### config.mk
export PLATFORM = sky130hd
export DESIGN_NAME = table_driven_state_machine_top
export DESIGN_NICKNAME = d
export VERILOG_FILES = /design/src/rtl/tdsm_pkg.sv /design/src/rtl/tdsm_table.sv /design/src/rtl/table_driven_state_machine_top.sv
export SDC_FILE = /design/constraint.sdc
export NUM_CORES = 1
export LEC_CHECK = 0
export BUFFER_PORTS_ARGS = -buffer_cell sky130_fd_sc_hd__buf_2
export CORE_MARGIN = 3
export CORE_UTILIZATION = 50
export CTS_CLUSTER_DIAMETER = 120
export DETAILED_ROUTE_END_ITERATION = 12
export GPL_TIMING_DRIVEN = 0
export HOLD_SLACK_MARGIN = 0.15
export PLACE_DENSITY = 0.73
export SYNTH_ARGS = -nofsm -noshare
export SYNTH_HDL_FRONTEND = slang
export SYNTH_SLANG_ARGS = --single-unit
### constraint.sdc
create_clock -name clk -period 3.55 [get_ports clk]
set_clock_uncertainty 0.1 [all_clocks]
set_input_delay 0.5325 -clock clk [delete_from_list [all_inputs] [get_ports clk]]
set_output_delay 0.5325 -clock clk [all_outputs]
set_load 0.03 [all_outputs]
### src/rtl/tdsm_pkg.sv
// ----------------------------------------------------------------------------
// tdsm_pkg
// Shared types and codes for the table-driven state machine.
// ----------------------------------------------------------------------------
package tdsm_pkg;

    // Table from-states are held at full width so wide state counts and
    // initial states are kept exactly; events and to-states are 3 bits.
    localparam int STATE_W = 6;
    localparam int CODE_W  = 3;

    typedef enum logic [1:0] {
        OP_DISPATCH = 2'd0,
        OP_ADD      = 2'd1,
        OP_FILL     = 2'd2
    } op_t;

    localparam logic [1:0] STATUS_DONE     = 2'd0;
    localparam logic [1:0] STATUS_FULL     = 2'd1;
    localparam logic [1:0] STATUS_NO_MATCH = 2'd2;
    localparam logic [1:0] STATUS_GUARD    = 2'd3;

    localparam logic CFG_FAULT_STATE = 1'b0;
    localparam logic CFG_ERROR_EVENT = 1'b1;

    typedef struct packed {
        logic [STATE_W-1:0] from_state;
        logic [CODE_W-1:0]  evt;
        logic [CODE_W-1:0]  to_state;
    } entry_t;

    typedef struct packed {
        logic [STATE_W-1:0] from_state;
        logic [CODE_W-1:0]  evt;
    } key_t;

endpackage

### src/rtl/tdsm_table.sv
// ----------------------------------------------------------------------------
// tdsm_table
// Transition table memory with a registered read port and the single
// entry comparator used by every search.
// ----------------------------------------------------------------------------
module tdsm_table
    import tdsm_pkg::*;
#(
    parameter int DEPTH = 32,
    parameter int AW    = 5
)
(
    input  logic               clk,
    input  logic               wr_en,
    input  logic [AW-1:0]      wr_addr,
    input  entry_t             wr_entry,
    input  logic [AW-1:0]      rd_addr,
    input  key_t               key,
    output logic               hit,
    output logic [CODE_W-1:0]  hit_target
);

    entry_t mem [DEPTH];
    entry_t rd_q;

    always_ff @(posedge clk)
    begin
        if (wr_en)
        begin
            mem[wr_addr] <= wr_entry;
        end
        rd_q <= mem[rd_addr];
    end

    assign hit        = (rd_q.from_state == key.from_state) && (rd_q.evt == key.evt);
    assign hit_target = rd_q.to_state;

endmodule

### src/rtl/table_driven_state_machine_top.sv
// ----------------------------------------------------------------------------
// table_driven_state_machine_top
// Dispatch: entries are compared in insertion order and the first match
//   is taken; one comparator on the table read port.
// Add: appends at the next free slot. Error-fill: adds missing error-event rows.
// One item at a time; the next item is taken once the result is registered.
// Reset: table empty, current state INITIAL_STATE, fault state and error
//   event 7; table contents are undefined but never read before written.
// ----------------------------------------------------------------------------
module table_driven_state_machine_top
    import tdsm_pkg::*;
#(
    parameter int TABLE_ENTRIES = 32,
    parameter int STATE_COUNT   = 8,
    parameter int INITIAL_STATE = 0
)
(
    input  logic        clk,
    input  logic        rst_n,

    input  logic        cfg_wr_en,
    input  logic        cfg_index,
    input  logic [2:0]  cfg_data,

    input  logic        in_valid,
    output logic        in_ready,
    input  logic [1:0]  operation,
    input  logic [2:0]  source_state,
    input  logic [2:0]  event_code,
    input  logic [2:0]  target_state,
    input  logic        guard_pass,

    output logic        out_valid,
    input  logic        out_ready,
    output logic        ok,
    output logic [1:0]  status,
    output logic [2:0]  previous_state,
    output logic [2:0]  present_state,
    output logic [5:0]  entry_count
);

    localparam int CNT_W = $clog2(TABLE_ENTRIES + 1);
    localparam int AW    = (TABLE_ENTRIES > 1) ? $clog2(TABLE_ENTRIES) : 1;
    localparam int SW    = $clog2(STATE_COUNT + 1);

    typedef enum logic [2:0] {
        S_IDLE,
        S_SCAN,
        S_FILL_SEL,
        S_FILL_SCAN,
        S_FINISH
    } state_t;

    state_t               state_reg;
    logic [CNT_W-1:0]     idx_reg;
    logic [CNT_W-1:0]     idx_next;
    logic [CNT_W-1:0]     used_reg;
    logic [STATE_W-1:0]   cur_reg;
    logic [STATE_W-1:0]   prev_reg;
    logic [CODE_W-1:0]    fault_reg;
    logic [CODE_W-1:0]    err_evt_reg;
    logic [SW-1:0]        s_reg;
    logic [CODE_W-1:0]    evt_reg;
    logic                 guard_reg;
    logic                 res_ok_reg;
    logic [1:0]           res_status_reg;

    logic                 out_valid_reg;
    logic                 ok_reg;
    logic [1:0]           status_reg;
    logic [2:0]           previous_state_reg;
    logic [2:0]           present_state_reg;
    logic [5:0]           entry_count_reg;

    logic                 full;
    logic                 scan_end;
    logic [STATE_W-1:0]   fill_state;
    logic                 wr_en;
    entry_t               wr_entry;
    key_t                 key;
    logic                 hit;
    logic [CODE_W-1:0]    hit_target;

    assign full       = used_reg >= CNT_W'(TABLE_ENTRIES);
    assign scan_end   = idx_reg >= used_reg;
    assign fill_state = STATE_W'(s_reg);
    assign in_ready   = (state_reg == S_IDLE);

    always_comb
    begin
        wr_en    = 1'b0;
        wr_entry = '{from_state: STATE_W'(source_state), evt: event_code,
                     to_state: target_state};
        key      = '{from_state: cur_reg, evt: evt_reg};
        unique case (state_reg)
            S_IDLE:
            begin
                wr_en = in_valid && (op_t'(operation) == OP_ADD) && !full;
            end
            S_FILL_SEL, S_FILL_SCAN:
            begin
                wr_en    = (state_reg == S_FILL_SCAN) && scan_end && !full;
                wr_entry = '{from_state: fill_state, evt: err_evt_reg,
                             to_state: fault_reg};
                key      = '{from_state: fill_state, evt: err_evt_reg};
            end
            default:
            begin
            end
        endcase
    end

    // Read address runs one step ahead so the registered read lines up with idx_reg.
    always_comb
    begin
        unique case (state_reg)
            S_SCAN, S_FILL_SCAN: idx_next = idx_reg + CNT_W'(1);
            default:             idx_next = '0;
        endcase
    end

    tdsm_table #(
        .DEPTH (TABLE_ENTRIES),
        .AW    (AW)
    ) u_table (
        .clk        (clk),
        .wr_en      (wr_en),
        .wr_addr    (used_reg[AW-1:0]),
        .wr_entry   (wr_entry),
        .rd_addr    (idx_next[AW-1:0]),
        .key        (key),
        .hit        (hit),
        .hit_target (hit_target)
    );

    always_ff @(posedge clk or negedge rst_n)
    begin
        if (!rst_n)
        begin
            state_reg          <= S_IDLE;
            idx_reg            <= '0;
            used_reg           <= '0;
            cur_reg            <= STATE_W'(INITIAL_STATE);
            prev_reg           <= '0;
            fault_reg          <= 3'd7;
            err_evt_reg        <= 3'd7;
            s_reg              <= '0;
            evt_reg            <= '0;
            guard_reg          <= 1'b0;
            res_ok_reg         <= 1'b0;
            res_status_reg     <= STATUS_DONE;
            out_valid_reg      <= 1'b0;
            ok_reg             <= 1'b0;
            status_reg         <= STATUS_DONE;
            previous_state_reg <= '0;
            present_state_reg  <= '0;
            entry_count_reg    <= '0;
        end
        else
        begin
            idx_reg <= idx_next;

            if (cfg_wr_en)
            begin
                unique case (cfg_index)
                    CFG_FAULT_STATE: fault_reg   <= cfg_data;
                    CFG_ERROR_EVENT: err_evt_reg <= cfg_data;
                endcase
            end

            // in S_FINISH the new result takes the slot being emptied
            if (out_valid_reg && out_ready && (state_reg != S_FINISH))
            begin
                out_valid_reg <= 1'b0;
            end

            unique case (state_reg)
                S_IDLE:
                begin
                    if (in_valid)
                    begin
                        prev_reg       <= cur_reg;
                        evt_reg        <= event_code;
                        guard_reg      <= guard_pass;
                        res_ok_reg     <= 1'b0;
                        res_status_reg <= STATUS_DONE;
                        unique case (op_t'(operation))
                            OP_DISPATCH:
                            begin
                                state_reg <= S_SCAN;
                            end
                            OP_ADD:
                            begin
                                if (full)
                                begin
                                    res_status_reg <= STATUS_FULL;
                                end
                                else
                                begin
                                    used_reg   <= used_reg + CNT_W'(1);
                                    res_ok_reg <= 1'b1;
                                end
                                state_reg <= S_FINISH;
                            end
                            OP_FILL:
                            begin
                                s_reg      <= '0;
                                res_ok_reg <= 1'b1;
                                state_reg  <= S_FILL_SEL;
                            end
                            default:
                            begin
                                state_reg <= S_FINISH;
                            end
                        endcase
                    end
                end

                S_SCAN:
                begin
                    if (scan_end)
                    begin
                        res_status_reg <= STATUS_NO_MATCH;
                        state_reg      <= S_FINISH;
                    end
                    else if (hit)
                    begin
                        if (guard_reg)
                        begin
                            cur_reg    <= STATE_W'(hit_target);
                            res_ok_reg <= 1'b1;
                        end
                        else
                        begin
                            res_status_reg <= STATUS_GUARD;
                        end
                        state_reg <= S_FINISH;
                    end
                end

                S_FILL_SEL:
                begin
                    if (s_reg == SW'(STATE_COUNT))
                    begin
                        state_reg <= S_FINISH;
                    end
                    else if (fill_state == STATE_W'(fault_reg))
                    begin
                        s_reg <= s_reg + SW'(1);
                    end
                    else
                    begin
                        state_reg <= S_FILL_SCAN;
                    end
                end

                S_FILL_SCAN:
                begin
                    if (scan_end)
                    begin
                        if (full)
                        begin
                            // table ran out: keep what was added, report failure
                            res_ok_reg     <= 1'b0;
                            res_status_reg <= STATUS_FULL;
                            state_reg      <= S_FINISH;
                        end
                        else
                        begin
                            used_reg  <= used_reg + CNT_W'(1);
                            s_reg     <= s_reg + SW'(1);
                            state_reg <= S_FILL_SEL;
                        end
                    end
                    else if (hit)
                    begin
                        s_reg     <= s_reg + SW'(1);
                        state_reg <= S_FILL_SEL;
                    end
                end

                S_FINISH:
                begin
                    if (!out_valid_reg || out_ready)
                    begin
                        out_valid_reg      <= 1'b1;
                        ok_reg             <= res_ok_reg;
                        status_reg         <= res_status_reg;
                        previous_state_reg <= prev_reg[2:0];
                        present_state_reg  <= cur_reg[2:0];
                        entry_count_reg    <= 6'(used_reg);
                        state_reg          <= S_IDLE;
                    end
                end

                default:
                begin
                    state_reg <= S_IDLE;
                end
            endcase
        end
    end

    assign out_valid      = out_valid_reg;
    assign ok             = ok_reg;
    assign status         = status_reg;
    assign previous_state = previous_state_reg;
    assign present_state  = present_state_reg;
    assign entry_count    = entry_count_reg;

endmodule

==> results.md, run 1 <==
- Status: finished with violations
- Failing checks: setup timing
- Num Clock Sinks: ~380
- RSZ-0062 raised after global routing: no
- CTS root buffer: clkbuf_16
- GRT Resource Usage Total: 0.274
- WL per Instance: around 27 um
- Final Wtd Congestion: 1.03
- Crit path kind: flop to flop
- Clk Latency, worst-skew pair: 0.54 ns
- Mean Syn Cell Area: 13.3 sq um
- # diodes: 0
- Vias in the first global route: between 10000 and 15000
- Worst Setup End Kind: flop
- Synth Warn #: 0
- Nature of the critical path startpoint: flop
- Router iterations before antenna repair: 5
- Pwr dens: 709 nW/um^2
- Starting Density: 0.513
- Inst Count DP: 1705
- WP data required: around 3.9 ns
- Tcrit/Tclk final: 1.01
- Area added between synthesis and finish: 18.3%
- Synthesized cell area: 16400 sq um
- Synth Net Count: between 1000 and 1500
- Final non-filler cell total: 1813
- CP Buf/Inv Count: 3
- CP top delay family: compound AO/OA/AOI/OAI gates
- Mapped Cells: about 1200
- VDD IR max: 0.000341 V
- Initial DRC count: 1665
- Slew Limit Fails: 0
- Crit path DAT: 3.89 ns
- Post-Place Setup Slack: -1.08 ns
- Worst-Margin Slew: 1.32 ns
- Die area: 34900 sq um
- Commonest register cell after synthesis: edfxtp_1
- Post-synth top area cell: edfxtp_1
- Htree depth: 2
- Worst-path cell chain: ha_1 > buf_2 > buf_2 > buf_2 > o2111ai_1 > o211ai_1 > o21ai_0 > a211oi_1 > o21bai_1
- WL final: 48.8 mm
- Number of cell rows: 65
- P_leak: between 6 and 7 nW
- Port bufs: 37
- Crit-path max cell delay: 0.53 ns
- Top post-synthesis cells by area: edfxtp_1, dfrtp_1, nand2_1
- Final worst slack: -0.0198 ns
- Max reg flops: 320
- Largest net degree at the start of global routing: 55
- Congestion Overflow GR: 0
- Initial antenna violation count: 0
- Post-detail-place hpwl: ~32 mm
- Peak Freq: 280 MHz
- First-pass GRT wire length: 71.9 mm
- Routed vias: 11500
- Async set-reset flop share out of synthesis: 0.141
- Hold WC Path Type: input pin to asynchronous set/reset pin
- Most flops, register: u_table.mem
- Post-layout util: 0.607
- Hold Fails Final Rpt: 0
- Overall die height: ~190 um
- Top Ports: 38
- Pwr Total: 13.7 mW
- Vias/cell: 6.37
- Min Tclk post-route: 3.57 ns
- Setup TNS: -0.0198 ns
- ANT nets after route: 0
- Clk slew on worst S/H paths: ~0.060 ns
- Number of synthesized register bits: 384
- Share of the synthesized area in the top cell type: 0.587
- Post-synth EDFFs: 320
- Slowest-stage cell, CP: a211oi_1
- Post-synthesis sequential area ratio: 0.682
- CTS tree: built
- Layout cell share with drive strength beyond 1: 0.195
- Rel. slew slack: 0.118
- Top Registers: u_table.mem x320, u_table.rd_q x7
- Final-stage net count: 1385
- TritonCTS buffer count: 40
- # DRC: 0
- CP Max Fanout: 10
- Max-cap violations: 0
- Unique masters post-synth: 74
- Setup Viol. Count Final: 1
- Max Root-Sink Buffers: 3
- Die width: 187 um
- Cell mode on critical path: buf_2
- Core ar.: about 32000 sq um
per-stage QoR:
| stage | cell area [sq um] | hold slack [ns] |
|---|---|---|
| detailed placement | 17200 | 0.352 |
| global route | 19400 | 0.155 |
| finish | 19400 | 0.158 |
| floorplan | 16400 | 0.137 |
| global placement | 17100 | 0.350 |
| CTS | 19300 | 0.150 |
cell usage after synthesis, types with 11 or more instances:
cell	number
nor2_1	64
mux2i_1	34
inv_1	22
a211oi_1	40
ha_1	17
a31oi_1	23
edfxtp_1	320
clkbuf_1	31
nand2b_1	21
mux2_2	26
buf_2	31
a21oi_1	31
nand3_1	46
o21ai_0	48
dfrtp_1	48
nor3_1	22
o22ai_1	25
o211ai_1	15
xnor2_1	13
a311oi_1	12
a221oi_1	11
nand2_1	161
nor2b_1	28
report_power, final:
| part | internal [mW] | switching (mW) |
|---|---|---|
| clock | 2.44 | 1.71 |
| sequential | 5.28 | 0.156 |
| combinational | 1.22 | 2.93 |
| total | 8.94 | 4.79 |
placed cells by master (no fill, tap or decap), types with 12 or more instances in the layout:
| master | instances |
|---|---|
| a211oi_1 | 39 |
| inv_1 | 21 |
| nand2b_1 | 21 |
| nor2_1 | 31 |
| mux2i_1 | 34 |
| clkbuf_1 | 38 |
| edfxtp_1 | 320 |
| nor2_4 | 32 |
| dfrtp_1 | 48 |
| buf_12 | 23 |
| buf_4 | 16 |
| a311oi_1 | 12 |
| mux2_2 | 26 |
| a21oi_1 | 31 |
| a31oi_1 | 23 |
| nand3_1 | 42 |
| o22ai_1 | 25 |
| nand2_1 | 159 |
| o21ai_0 | 45 |
| ha_1 | 17 |
| o211ai_1 | 15 |
| xnor2_1 | 13 |
| nor2b_1 | 28 |
| buf_2 | 68 |
| nor3_1 | 22 |
| clkbuf_16 | 41 |
routing by layer:
layer / up-vias / GRT usage / share of wire / wire [um]
li1: 4885 / - / - / -
met1: 5597 / 0.372 / 0.36 / 17800
met2: 911 / 0.419 / 0.46 / 22200
met3: 150 / 0.0660 / 0.13 / 6280
met4: 0 / 0.129 / 0.051 / 2510
met5: - / 0 / 0 / 0
cells by family (layout without fill, tap and decap cells):
kind of cell | Yosys count | in the layout | share of synthesized area
muxes | 64 | 64 | 0.0428
AOI/OAI and AO/OA | 260 | 260 | 0.112
buffers and inverters | 103 | 252 | 0.0302
adders and majority gates | 17 | 17 | 0.0130
xor gates and xnor gates | 19 | 19 | 0.0102
and+or+nand+nor | 382 | 382 | 0.110
DFF | 384 | 384 | 0.682
final cells by class:
type / instances / area [sq um]
Buffer: 77 / 403
Tap cell: 435 / 544
Sequential cell: 384 / 11200
Timing Repair Buffer: 77 / 831
Clock inverter: 22 / 211
Multi-Input combinational cell: 742 / 5040
Fill cell: 2385 / 12500
Inverter: 25 / 98.8
Clock buffer: 51 / 1070
worst paths after layout:
check	startpoint	end	slack, ns	cells after the start
min in group clk	cfg_data[0]	err_evt_reg[0]$_DFFE_PN1P_	0.16	2
worst max-delay path	idx_reg[1]$_DFF_PN0_	u_table.rd_q[7]$_DFF_P_	-0.02	9
worst min register to register	u_table.hit_target[2]$_DFF_P_	cur_reg[2]$_DFFE_PN0P_	0.36	1
worst max register to register	idx_reg[1]$_DFF_PN0_	u_table.rd_q[7]$_DFF_P_	-0.02	9
max in group asynchronous	rst_n	evt_reg[1]$_DFFE_PN0P_	2.45	1
worst min-delay path	rst_n	used_reg[1]$_DFFE_PN0P_	0.16	1
what timing repair did:
action / CTS / global route
hold buffers: 1 / 0
pin swaps: 22 / 2
setup endpoints to repair: 321 / 267
endpoints found under the hold margin: 1 / 0
cloned: 0 / 0
setup buffers: 31 / 4
gates resized for setup: 73 / 4
Power figures use the tool's default switching activity.
==> inputs of run 2 (changes only) <==
--- a/config.mk
+++ b/config.mk
@@ -7,12 +7,12 @@
 export LEC_CHECK = 0
 export BUFFER_PORTS_ARGS = -buffer_cell sky130_fd_sc_hd__buf_2
 export CORE_MARGIN = 3
-export CORE_UTILIZATION = 50
+export CORE_UTILIZATION = 47
 export CTS_CLUSTER_DIAMETER = 120
 export DETAILED_ROUTE_END_ITERATION = 12
 export GPL_TIMING_DRIVEN = 0
 export HOLD_SLACK_MARGIN = 0.15
-export PLACE_DENSITY = 0.73
+export PLACE_DENSITY = 0.7
 export SYNTH_ARGS = -nofsm -noshare
 export SYNTH_HDL_FRONTEND = slang
 export SYNTH_SLANG_ARGS = --single-unit
==> constraint.sdc (replaced) <==
create_clock -name clk -period 3.55 [get_ports clk]
set_clock_uncertainty 0.1 [all_clocks]
set_input_delay 1.065 -clock clk [delete_from_list [all_inputs] [get_ports clk]]
set_output_delay 1.065 -clock clk [all_outputs]
set_load 0.03 [all_outputs]
==> results.md, run 2 (synthesized netlist as in run 1, its figures left out) <==
- Status: finished with violations
- Failing checks: setup timing
- Max-cap violations: 0
- Reg2Reg Depth: 7
- Reg2Reg Launch Point: idx_reg[0]$_DFF_PN0_
- Top Registers: u_table.mem x320, u_table.rd_q x7
- P_leak: 6.73 nW
- Initial DRC count: between 1500 and 2000
- Crit path kind: flop to flop
- Sequential cell area: 11200 sq um
- Post-detail-place hpwl: 32.0 mm
- WP data required: 3.83 ns
- Largest net degree at the start of global routing: 55
- Max Root-Sink Buffers: 3
- Clk slew on worst S/H paths: 0.07 ns
- CTS tree: built
- Crit path DAT: 3.90 ns
- First-pass GRT wire length: 71.6 mm
- Setup Viol. Count Final: 3
- Congestion Overflow GR: 0
- Combinational power share: 0.300
- GRT Resource Usage Total: 0.266
- Top Ports: 38
- Initial antenna violation count: 0
- Crit path to: u_table.rd_q[5]$_DFF_P_
- Cell mode on critical path: buf_2
- Sw Ratio: 0.350
- Hold Fails Final Rpt: 0
- Min Tclk post-route: 3.62 ns
- Crit-path max cell delay: 0.72 ns
- NetSw: just under 5 mW
- Final worst slack: -0.0718 ns
- TritonCTS buffer count: 41
- Worst-Margin Slew: 1.28 ns
- WL final: 49.2 mm
- Clk Latency, worst-skew pair: 0.54 ns
- Crit path launch: idx_reg[0]$_DFF_PN0_
- Die width: 193 um
- VDD IR max: about 0.00036 V
- Internal: 9.00 mW
- CP Max Fanout: 10
- Slowest-stage cell, CP: buf_1
- # diodes: 0
- Filler cells: ~2600
- RSZ-0062 raised after global routing: no
- Worst-path cell chain: buf_2 > buf_2 > buf_1 > a211oi_1 > a311oi_1 > nor3_1 > o31ai_1
- Pwr Total: 13.8 mW
- Commonest non-fill, non-tap cell in the layout: edfxtp_1
- Overall die height: between 150 and 200 um
- Tcrit/Tclk final: 1.02
- Reg2reg end: u_table.rd_q[5]$_DFF_P_
- Rel. slew slack: 0.144
- Num Clock Sinks: 384
- Final-stage net count: 1388
- Reg2reg setup slack: -0.07 ns
- Vias/cell: 6.25
- Most frequent cells in the layout: edfxtp_1, nand2_1, buf_2
- Nature of the critical path startpoint: flop
- WHS: 0.367 ns
- Pwr dens: a little over 700 nW/um^2
- Hold path depth: 1
- Number of cell rows: 67
- Vias in the first global route: 11100
- Worst Setup End Kind: flop
- Die area: 37100 sq um
- Layout cell share with drive strength beyond 1: 0.198
- Area of the multi-input gates: 5030 sq um
- Port bufs: 37
- Clk network pwr share: 0.308
- ANT nets after route: 0
- Peak Freq: 276 MHz
- WL per Instance: 26.9 um
- CTS root buffer: clkbuf_16
- Core ar.: 34000 sq um
- # DRC: 0
- Hold WC Path Type: flop to flop
- Final Wtd Congestion: 0.972
- Most flops, register: u_table.mem
- Area added between synthesis and finish: 19.0%
- Htree depth: 2
- Router iterations before antenna repair: 5
- Starting Density: 0.482
- Routed vias: 11400
- Sequential share of power: 0.393
- Max reg flops: 320
- Slew Limit Fails: 0
## run 2: cell types whose count changed in the layout (fill, tap and decap cells not counted), sizes merged
cell / delta
buf: +4
bufinv: -1
clkbuf: -1
clkdlybuf4s15: -1
clkinv: +1
clkinvlp: +3
dlygate4sd3: -1
inv: -1
## run 2: per-layer routing
metal / GRT usage / share of wire
met5: 0 / 0
met4: 0.138 / 0.060
met3: 0.0512 / 0.11
met2: 0.407 / 0.44
met1: 0.363 / 0.39
## run 2: worst max-delay path, delay by kind of cell, from the launching register on
kind,cells,cell delay (ns)
and+or+nand+nor,1,0.13
DFF,1,0.37
buffers and inverters,3,1.45
AOI/OAI and AO/OA,3,1.40
## run 2: worst min-delay path by stage
stage,start,end,slack (ns)
global placement,u_table.hit_target[0]$_DFF_P_,cur_reg[0]$_DFFE_PN0P_,0.35
CTS,u_table.hit_target[0]$_DFF_P_,cur_reg[0]$_DFFE_PN0P_,0.37
detailed placement,u_table.hit_target[0]$_DFF_P_,cur_reg[0]$_DFFE_PN0P_,0.35
global route,u_table.hit_target[0]$_DFF_P_,cur_reg[0]$_DFFE_PN0P_,0.39
finish,u_table.hit_target[0]$_DFF_P_,cur_reg[0]$_DFFE_PN0P_,0.37
floorplan,u_table.hit_target[0]$_DFF_P_,cur_reg[0]$_DFFE_PN0P_,0.34
## run 2: final cells by class
type                            count  area share
Multi-Input combinational cell    742       0.258
Clock buffer                       50      0.0582
Sequential cell                   384       0.573
Inverter                           25     0.00507
Timing Repair Buffer               79      0.0457
Tap cell                          448      0.0288
Buffer                             77      0.0203
Clock inverter                     24      0.0103
## run 2: power by group through the flow
stage / registers (mW) / logic, mW / clock network, mW
final: 5.43 / 4.15 / 4.26
after global routing: 5.45 / 4.36 / 4.45
after CTS: 5.43 / 3.99 / 4.26
after detailed placement: 5.52 / 3.97 / 0
after global placement: 5.54 / 3.87 / 0
after floorplan: 5.52 / 2.39 / 0
## run 2: through the flow
stage | utilization | std cells | setup TNS [ns] | worst slack, ns | cell area [sq um]
2_1_floorplan | - | 1229 | 0 | 0.465 | 16400
3_3_place_gp | 0.504 | 1714 | -462.32 | -2.05 | 17100
3_5_place_dp | 0.508 | 1718 | -285.11 | -0.992 | 17200
4_1_cts | 0.572 | 1827 | 0 | 0.0268 | 19400
5_1_grt | 0.574 | 1829 | 0 | 0.00918 | 19500
6_report | 0.574 | 1829 | -0.0982 | -0.0718 | 19500
## run 2: what timing repair did
action / in CTS / in global routing
gates resized for setup: 72 / 2
hold buffers: 0 / 0
setup buffers: 36 / 1
endpoints found under the setup margin: 321 / 318
pin swaps: 26 / 0
